===== config.mk =====
export PLATFORM = sky130hd
export DESIGN_NAME = pes_accel
export DESIGN_NICKNAME = d
export VERILOG_FILES = /design/src/sv/pes_pkg.sv /design/src/sv/pes_accel.sv
export VERILOG_INCLUDE_DIRS = /design/src /design/src/sv
export SDC_FILE = /design/constraint.sdc
export NUM_CORES = 1
export LEC_CHECK = 0
export BUFFER_PORTS_ARGS = -buffer_cell sky130_fd_sc_hd__buf_4
export CAP_MARGIN = 40
export CORE_ASPECT_RATIO = 1.5
export CORE_MARGIN = 2
export CORE_UTILIZATION = 40
export CTS_CLUSTER_DIAMETER = 80
export DETAILED_ROUTE_END_ITERATION = 10
export PLACE_DENSITY = 0.62
export SETUP_SLACK_MARGIN = 0.05
export SKIP_CTS_REPAIR_TIMING = 1
export SLEW_MARGIN = 10
export SYNTH_ARGS = -nofsm -noshare
export SYNTH_HDL_FRONTEND = slang
export SYNTH_SLANG_ARGS = --single-unit

===== constraint.sdc =====
create_clock -name clk -period 4.8 [get_ports clk]
set_input_delay 0 -clock clk [delete_from_list [all_inputs] [get_ports clk]]
set_output_delay 0 -clock clk [all_outputs]
set_load 0.005 [all_outputs]

===== src/sv/particle_euler_step_collide_defines.svh =====
// assertion macros shared by the particle step files
`ifndef PARTICLE_EULER_STEP_COLLIDE_DEFINES_SVH
`define PARTICLE_EULER_STEP_COLLIDE_DEFINES_SVH

// concurrent check on the block clock, off while reset is asserted
`define PES_ASSERT(lbl, prop, msg) \
	lbl: assert property (@(posedge clk) disable iff (!arst_n) prop) else $error(msg);

// condition that must never be seen at a clock edge
`define PES_NEVER(lbl, cond, msg) \
	`PES_ASSERT(lbl, !(cond), msg)

`endif


===== src/sv/pes_pkg.sv =====
// shared types, constants and helpers of the particle step block
package pes_pkg;

	localparam int unsigned NUM_AXES    = 3;
	localparam int unsigned SQRT_STAGES = 32;
	localparam int unsigned DIV_STAGES  = 31;
	localparam int unsigned DIV_CYCLES  = 48;

	localparam logic [30:0] MASS_RST   = 31'd6554;
	localparam logic [30:0] TSTEP_RST  = 31'd655;
	localparam logic [30:0] RADIUS_RST = 31'd65536;

	localparam logic [31:0] S32_MAX = 32'h7fff_ffff;
	localparam logic [31:0] S32_MIN = 32'h8000_0000;

	typedef enum logic [2:0] {
		REG_FORCE_X = 3'd0,
		REG_FORCE_Y = 3'd1,
		REG_FORCE_Z = 3'd2,
		REG_MASS    = 3'd3,
		REG_TSTEP   = 3'd4,
		REG_RADIUS  = 3'd5,
		REG_FLOOR   = 3'd6
	} reg_idx_t;

	typedef logic [NUM_AXES-1:0][31:0] vec3_t;

	typedef struct packed {
		vec3_t pos;
		vec3_t vel;
		logic  in_sphere;
		logic  zero;
	} item_t;

	function automatic logic [47:0] sext48(input logic [31:0] v);
		return {{16{v[31]}}, v};
	endfunction

	function automatic logic [31:0] sat32(input logic signed [47:0] v);
		if (v > 48'sd2147483647) begin
			return S32_MAX;
		end else if (v < -48'sd2147483648) begin
			return S32_MIN;
		end
		return v[31:0];
	endfunction

	function automatic logic [31:0] mag32(input logic [31:0] v);
		return v[31] ? (~v + 32'd1) : v;
	endfunction

endpackage


===== src/sv/pes_accel.sv =====
// bit-serial divider that turns the force registers into per-axis acceleration
`include "particle_euler_step_collide_defines.svh"

module pes_accel (
	input  logic                clk,
	input  logic                arst_n,
	input  logic                start,
	input  pes_pkg::vec3_t      force_v,
	input  logic [30:0]         mass,
	output pes_pkg::vec3_t      accel,
	output logic                busy
);

	typedef enum logic [1:0] {
		ST_IDLE = 2'b01,
		ST_RUN  = 2'b10
	} state_t;

	localparam logic [5:0] LAST_CNT  = 6'(pes_pkg::DIV_CYCLES - 1);
	localparam logic [1:0] LAST_AXIS = 2'(pes_pkg::NUM_AXES - 1);

	state_t         state_q;
	logic [1:0]     axis_q;
	logic [5:0]     cnt_q;
	logic [47:0]    dvd_q;
	logic [31:0]    rem_q;
	logic [47:0]    quo_q;
	logic           neg_q;
	logic           fzero_q;
	pes_pkg::vec3_t accel_q;

	logic [31:0] rem_sh, rem_nx;
	logic [47:0] quo_nx;
	logic        ge;
	logic [31:0] res;
	logic [31:0] fnext;

	always_comb begin
		rem_sh = {rem_q[30:0], dvd_q[47]};
		ge     = rem_sh >= {1'b0, mass};
		rem_nx = ge ? (rem_sh - {1'b0, mass}) : rem_sh;
		quo_nx = {quo_q[46:0], ge};
		if (mass == 31'd0) begin
			// division by zero gives the signed extreme, or zero for a zero force
			res = fzero_q ? 32'd0 : (neg_q ? pes_pkg::S32_MIN : pes_pkg::S32_MAX);
		end else if (!neg_q) begin
			res = (quo_nx > 48'd2147483647) ? pes_pkg::S32_MAX : quo_nx[31:0];
		end else begin
			res = (quo_nx > 48'd2147483648) ? pes_pkg::S32_MIN : (~quo_nx[31:0] + 32'd1);
		end
		fnext = force_v[axis_q + 2'd1];
	end

	always_ff @(posedge clk or negedge arst_n) begin
		if (!arst_n) begin
			state_q <= ST_IDLE;
			axis_q  <= 2'd0;
			cnt_q   <= 6'd0;
			accel_q <= '0;
		end else if (start) begin
			state_q <= ST_RUN;
			axis_q  <= 2'd0;
			cnt_q   <= 6'd0;
		end else if (state_q == ST_RUN) begin
			cnt_q <= cnt_q + 6'd1;
			if (cnt_q == LAST_CNT) begin
				accel_q[axis_q] <= res;
				cnt_q           <= 6'd0;
				if (axis_q == LAST_AXIS) begin
					state_q <= ST_IDLE;
				end else begin
					axis_q <= axis_q + 2'd1;
				end
			end
		end
	end

	// datapath, reloaded at the start of every axis
	always_ff @(posedge clk) begin
		if (start) begin
			dvd_q   <= {pes_pkg::mag32(force_v[0]), 16'd0};
			neg_q   <= force_v[0][31];
			fzero_q <= force_v[0] == 32'd0;
			rem_q   <= '0;
			quo_q   <= '0;
		end else if (state_q == ST_RUN) begin
			if (cnt_q == LAST_CNT) begin
				dvd_q   <= {pes_pkg::mag32(fnext), 16'd0};
				neg_q   <= fnext[31];
				fzero_q <= fnext == 32'd0;
				rem_q   <= '0;
				quo_q   <= '0;
			end else begin
				dvd_q <= {dvd_q[46:0], 1'b0};
				rem_q <= rem_nx;
				quo_q <= quo_nx;
			end
		end
	end

	assign accel = accel_q;
	assign busy  = state_q == ST_RUN;

	`PES_ASSERT(a_done_last_axis, $fell(busy) |-> ($past(axis_q) == LAST_AXIS) && ($past(cnt_q) == LAST_CNT), "accel unit finished early")

endmodule


==> metrics.txt, run 1 <==
status finished, violations left; failing checks hold timing; share of synthesized area occupied by flip-flops and latches around two fifths; setup repair after global routing missed its margin false; antenna fix cells 0; TritonCTS clock tree done; vias in the first global route 11,900; cell chain of the critical path inv_1 -> ha_1 -> fa_1 -> nand2b_1 -> a21oi_1 -> o21ai_2 -> a21oi_1 -> o211a_1 -> nor3_2 -> ha_1 -> nor2b_1 -> and3_2 -> a41oi_2 -> or2_1 -> nor4_1 -> o21ai_1 -> a31oi_1 -> o22a_1; Data required, critical path around 5.3 ns; largest fanout of any net on the critical path 9; reported max-cap violation count 0; highest-count cells in the layout ignoring fill and taps buf_4, nand2_1, nor2_1, o21ai_0, a21oi_1; total clock sinks between 200 and 250; vias ~12,000; number of different library cells in the post-synthesis netlist 86; count of flip-flops with a built-in enable after synthesis 34; kind of launch point of the worst setup path flip-flop; Yosys top cell by area dfrtp_1; Post-Synthesis Net Count around 1,700; worst endpoint data arrival time between 4 and 5 ns; delay of the slowest critical-path stage 0.43 ns; share of total power in sequential cells 35.4%; signed area change from the synthesized netlist to the final layout 22.8%; I/O pin count between 200 and 250; number of antenna violations at the first check in global routing 0; fraction of post-synthesis cell area in the top cell type by area roughly 20%; internal power of the cells roughly 3700 µW; residual overflow from global routing 0; CP max stage cell or2_1; clock root cell clkbuf_16; number of storage elements in the synthesis netlist about 220; area occupied by registers roughly 0.0052 mm²; Post-Synthesis Cell Area 0.0133 mm²; first-pass GRT wire length around 63,000 µm; worst min-delay path startpoint force_v[27]; max-slew headroom at the worst pin ~41%; Residual DRC 0; post-detailed-route count of antenna-violating nets 0; Max IR drop VDD approximately 0.0004 V; ys async rst share 48.6%; Chip Width roughly 150 µm; multi-input logic area 0.00742 mm²; clock latency of the later-clocked register in the worst-skew pair roughly 0.53 ns; standby leakage power 0.00717 µW; cell count after synthesis between 1,500 and 2,000; clock transition at the registers of the reported paths 0.07 ns; worst reg2reg startpoint dvd_q[47]; type of the worst min-delay path input pin to flip-flop; hold slack -0.0549 ns; quantity of I/O buffers inserted on ports ~230; Inserted Clock Buffers 23; Max H-tree Level 1; Setup Skew about 0.016 ns; Hold Fails Final Rpt 2; commonest register cell after synthesis dfrtp_1; Final Setup Violations 0; GRT Util Overall roughly 22%; routed via count divided by cell count 5.68; clock power share around 32%; Psw roughly 2000 µW; # rows 81; source of the critical timing path dvd_q[47]; per-instance average area after synthesis between 8 and 9 µm²; maximum operating frequency approximately 230 MHz; layout filler cell count roughly 3,100; Pins Over Slew Limit 0; Core Footprint 0.0326 mm²; Critical Path Sink Type flip-flop; accumulated negative setup slack 0 ns; final cycle utilization of the critical path between 90 and 100%; overall die area around 0.035 mm²; number of search-and-repair iterations in the first detailed-routing pass 5; Synthesis Warnings 0; Die Span Y roughly 230 µm; worst slew pin tran 0.888 ns; DRT iter0 DRCs 732; combinational fraction of design power 32.7%; pin count of the biggest net entering global routing 80; post-route minimum period ~4.3 ns; cell types occupying the most area after synthesis dfrtp_1, dfxtp_1, edfxtp_1; leading cell type in the layout, fill and taps excluded buf_4; Pwr Total between 5000 and 6000 µW; RD Place Congestion a little over 0.9; routed wire length around 40,000 µm; routed length per placed instance between 15 and 20 µm; switching power as a share of total power a little over a third; maximum count of clock buffers along a single path 3; power per cell area 346 mW/mm²; sum of net half-perimeters after detailed placement 29,400 µm; Worst Setup Path Type flip-flop to flip-flop; fraction of final layout cells sized beyond drive strength 1 a little over 20%; initial cell density of the core about two fifths; number of nets in the layout about 1,900
power by group through the flow:
stage               sequential, µW  clock, µW  combinational [µW]
floorplan                     2010          0                1400
global placement              2030          0                1800
detailed placement            2030          0                1820
CTS                           1990       1840                1820
global route                  2000       1900                2010
finish                        1990       1800                1840
registers in the layout, summed over array words and instances (netlist names):
register / count
quo_q: 47
state_q: 2
neg_q: 1
axis_q: 2
accel: 96
cnt_q: 6
fzero_q: 1
dvd_q: 32
rem_q: 31
cell usage after synthesis (26+ instances only):
library cell / n
nor2_1: 134
clkbuf_1: 65
a21oi_1: 115
inv_1: 52
edfxtp_1: 34
mux2i_1: 31
dfxtp_1: 78
nor3_1: 30
a22o_1: 56
xnor2_1: 39
mux2_2: 26
dfrtp_1: 105
xor2_1: 49
ha_1: 38
nand2_1: 173
o21ai_0: 122
metrics by stage:
stage               util, %  setup WS (ns)  hold slack, ns  instance area (µm²)  std cells
finish                 49.9          0.473         -0.0549                16300       2152
global route           49.9         0.0592         0.00670                16300       2152
CTS                    49.0          0.347          -0.534                16000       2124
detailed placement     46.7          0.397          0.0299                15200       2083
global placement       46.7          0.515          0.0209                15200       2083
floorplan                 -          0.398          -0.296                13300       1512
area by class of cell:
class,count,area share (%)
clock buffer,29,3.92
clock inverter,12,0.684
inverter,53,1.22
multi-input combinational,1148,45.6
sequential,218,32.2
tap,415,3.19
timing repair buffer,277,13.2
path summary, 6_finish.rpt:
kind                                  end  slack [ns]  cells after the start
worst max-delay path            accel[71]        0.47                     18
worst min-delay path            dvd_q[43]       -0.05                      4
max in group asynchronous       accel[39]        3.56                      3
worst min register to register  accel[52]        0.48                      2
min in group asynchronous       accel[44]           0                      2
worst max register to register  accel[71]        0.47                     18
critical path, delay by kind of cell, from the launching register on:
kind | cells | cell delay, ns
AO/OA/AOI/OAI | 8 | 1.63
AND/OR/NAND/NOR | 6 | 1.57
adder cells (fa/ha/maj) | 3 | 0.60
buffers and inverters | 1 | 0.07
flip-flops | 1 | 0.38
per-layer routing:
metal / up-vias / routed length, µm / global-route usage (%)
met5: - / 0 / 0
met4: 0 / 1520 / 9.44
met3: 76 / 1410 / 2.13
met2: 310 / 21700 / 42.8
met1: 5873 / 15500 / 25.4
li1: 5963 / - / -
logic make-up after synthesis:
group,count (synthesis),synth area share [%]
adders and majority gates,39,3.74
muxes,57,4.55
and+or+nand+nor,469,17.0
xor gates and xnor gates,88,5.82
AOI/OAI and AO/OA,495,24.7
DFF,218,39.5
buffers and inverters,146,4.67
(Power assumes the default switching activity.)
==> run 2, diff against run 1 <==
--- a/config.mk
+++ b/config.mk
@@ -10,10 +10,11 @@
 export CAP_MARGIN = 40
 export CORE_ASPECT_RATIO = 1.5
 export CORE_MARGIN = 2
-export CORE_UTILIZATION = 40
+export CORE_UTILIZATION = 45
 export CTS_CLUSTER_DIAMETER = 80
 export DETAILED_ROUTE_END_ITERATION = 10
-export PLACE_DENSITY = 0.62
+export PLACE_DENSITY = 0.68
+export REMOVE_ABC_BUFFERS = 1
 export SETUP_SLACK_MARGIN = 0.05
 export SKIP_CTS_REPAIR_TIMING = 1
 export SLEW_MARGIN = 10
==> run 2 against run 1 <==
Effect of this change:
- the run still ends with hold timing left
- clock power rose by 3%
- clock-buffer cell count rose by 1
- first-iteration DRC count fell by 2.3%
- sequential share of layout area fell by 0.19 points
- cell count fell by 0.70%
- via count rose by 1.9%
- fmax fell by 3.4%
- combinational power rose by 3%
- power rose by 1.7%
- clock skew fell by 0.0055 ns
- critical endpoint is now accel[89]
==> metrics.txt, run 2 (synthesized netlist as in run 1, its figures left out) <==
vias around 12,000; overall die area a little over 0.03 mm²; Critical Path Sink Type flip-flop; setup repair after global routing missed its margin false; Core Footprint just under 0.03 mm²; residual overflow from global routing 0; cell count after placement 2,066; hold slack -0.00803 ns; antenna fix cells 0; clock latency of the later-clocked register in the worst-skew pair roughly 0.52 ns; GRT Util Overall between 20 and 30%; Pins Over Slew Limit 0; worst reg2reg startpoint dvd_q[47]; Worst Setup Path Type flip-flop to flip-flop; worst slack, placed between 0.2 and 0.25 ns; reported max-cap violation count 0; Max IR drop VDD between 0.0003 and 0.0004 V; Max H-tree Level 1; Setup Skew 0.0108 ns; Residual DRC 0; first-pass GRT wire length between 60,000 and 70,000 µm; Chip Width about 140 µm; Final Setup Violations 0; number of antenna violations at the first check in global routing 0; kind of launch point of the worst setup path flip-flop; worst endpoint data arrival time approximately 4.9 ns; sum of net half-perimeters after detailed placement 29,000 µm; initial cell density of the core roughly 45%; power per cell area about 350 mW/mm²; quantity of I/O buffers inserted on ports 226; source of the critical timing path dvd_q[47]; highest-count cells in the layout ignoring fill and taps buf_4, nand2_1, nor2_1, o21ai_0, a21oi_1; Die Span Y 214 µm; failing checks hold timing; placed instance area roughly 0.015 mm²; total clock sinks roughly 220; largest fanout of any net on the critical path 9; worst slew pin tran approximately 0.90 ns; type of the worst min-delay path input pin to asynchronous set/reset pin; number of search-and-repair iterations in the first detailed-routing pass 7; signed area change from the synthesized netlist to the final layout 23.5%; Finished Cell Area 0.0164 mm²; CP endpoint accel[89]; clock transition at the registers of the reported paths ~0.060 ns; TritonCTS clock tree done; routed via count divided by cell count ~6; I/O pin count around 230; number of nets in the layout 1,894; vias in the first global route 12,200; Hold Fails Final Rpt 18; Data required, critical path between 5 and 6 ns; Pwr Total approximately 5700 µW; status finished, violations left; RD Place Congestion roughly 0.94; routed wire length between 30,000 and 40,000 µm; Post-Layout Cell Count 2,137; worst-case register-to-register setup slack around 0.32 ns; multi-input logic area between 0.007 and 0.008 mm²; post-route minimum period between 4 and 5 ns; # rows 77; clock root cell clkbuf_16; layout filler cell count between 2,000 and 3,000; capture point of the worst reg-to-reg path accel[89]; depth of the most critical reg-to-reg path 19; routed length per placed instance between 15 and 20 µm; DRT iter0 DRCs slightly above 700; area occupied by registers around 0.0052 mm²; final cycle utilization of the critical path between 90 and 100%; max-slew headroom at the worst pin ~40%; post-detailed-route count of antenna-violating nets 0; maximum operating frequency between 200 and 250 MHz; pin count of the biggest net entering global routing 80; worst-case setup margin in the final layout 0.322 ns; leading cell type in the layout, fill and taps excluded buf_4; Inserted Clock Buffers 23; maximum count of clock buffers along a single path 3; number of flip-flops under the largest register name between 90 and 100; standby leakage power ~0.0072 µW; fraction of final layout cells sized beyond drive strength 1 about 21%
## run 2: area by class of cell
type | count | share of cell area (%)
multi-input cells | 1148 | 45.4
flip-flops and latches | 218 | 32.0
repair buffers | 281 | 13.6
clock buffers | 30 | 3.99
well taps | 395 | 3.02
inverters | 53 | 1.22
clock inverters | 12 | 0.795
## run 2: metal layers
metal,wire [µm],global-route usage [%],vias to the layer above
li1,-,-,5993
met1,14700,27.9,5923
met2,21100,46.2,421
met3,1810,2.97,113
met4,1990,12.1,0
met5,0,0,-
## run 2: power breakdown
part,switching [µW],total (µW),internal (µW)
clock network,770,1850,1080
logic,1150,1900,747
registers,31.8,1990,1960
## run 2: how the worst min path moves through the flow
stage,start,endpoint,slack [ns],cells past startpoint
6_report,arst_n,accel[0],-0.008,2
5_1_grt,force_v[20],dvd_q[36],0.02,4
4_1_cts,arst_n,accel[69],-0.54,1
3_5_place_dp,arst_n,accel[0],0.01,1
3_3_place_gp,arst_n,accel[2],0.005,1
2_1_floorplan,arst_n,accel[0],-0.30,0
## run 2: per-stage QoR
stage	hold WS [ns]	TNS, ns	util, %
finish	-0.00803	0	56.1
global route	0.0153	0	56.1
CTS	-0.537	0	55.0
detailed placement	0.0128	0	52.3
global placement	0.00454	0	52.2
floorplan	-0.296	-174.20	-
## run 2: worst max-delay path: stages (launching register included)
cell and delay, ns:
edfxtp_1 0.35, inv_1 0.05, ha_1 0.20, fa_1 0.39
nand2b_1 0.17, a21oi_1 0.22, o21ai_2 0.13, a21oi_1 0.17
o211a_1 0.29, nor3_2 0.07, ha_1 0.22, nor2b_1 0.14
and3_1 0.29, a41oi_2 0.26, or2_1 0.42, nor2_1 0.19
nand2_1 0.09, o21ai_0 0.07, a21oi_1 0.44, a21oi_1 0.14
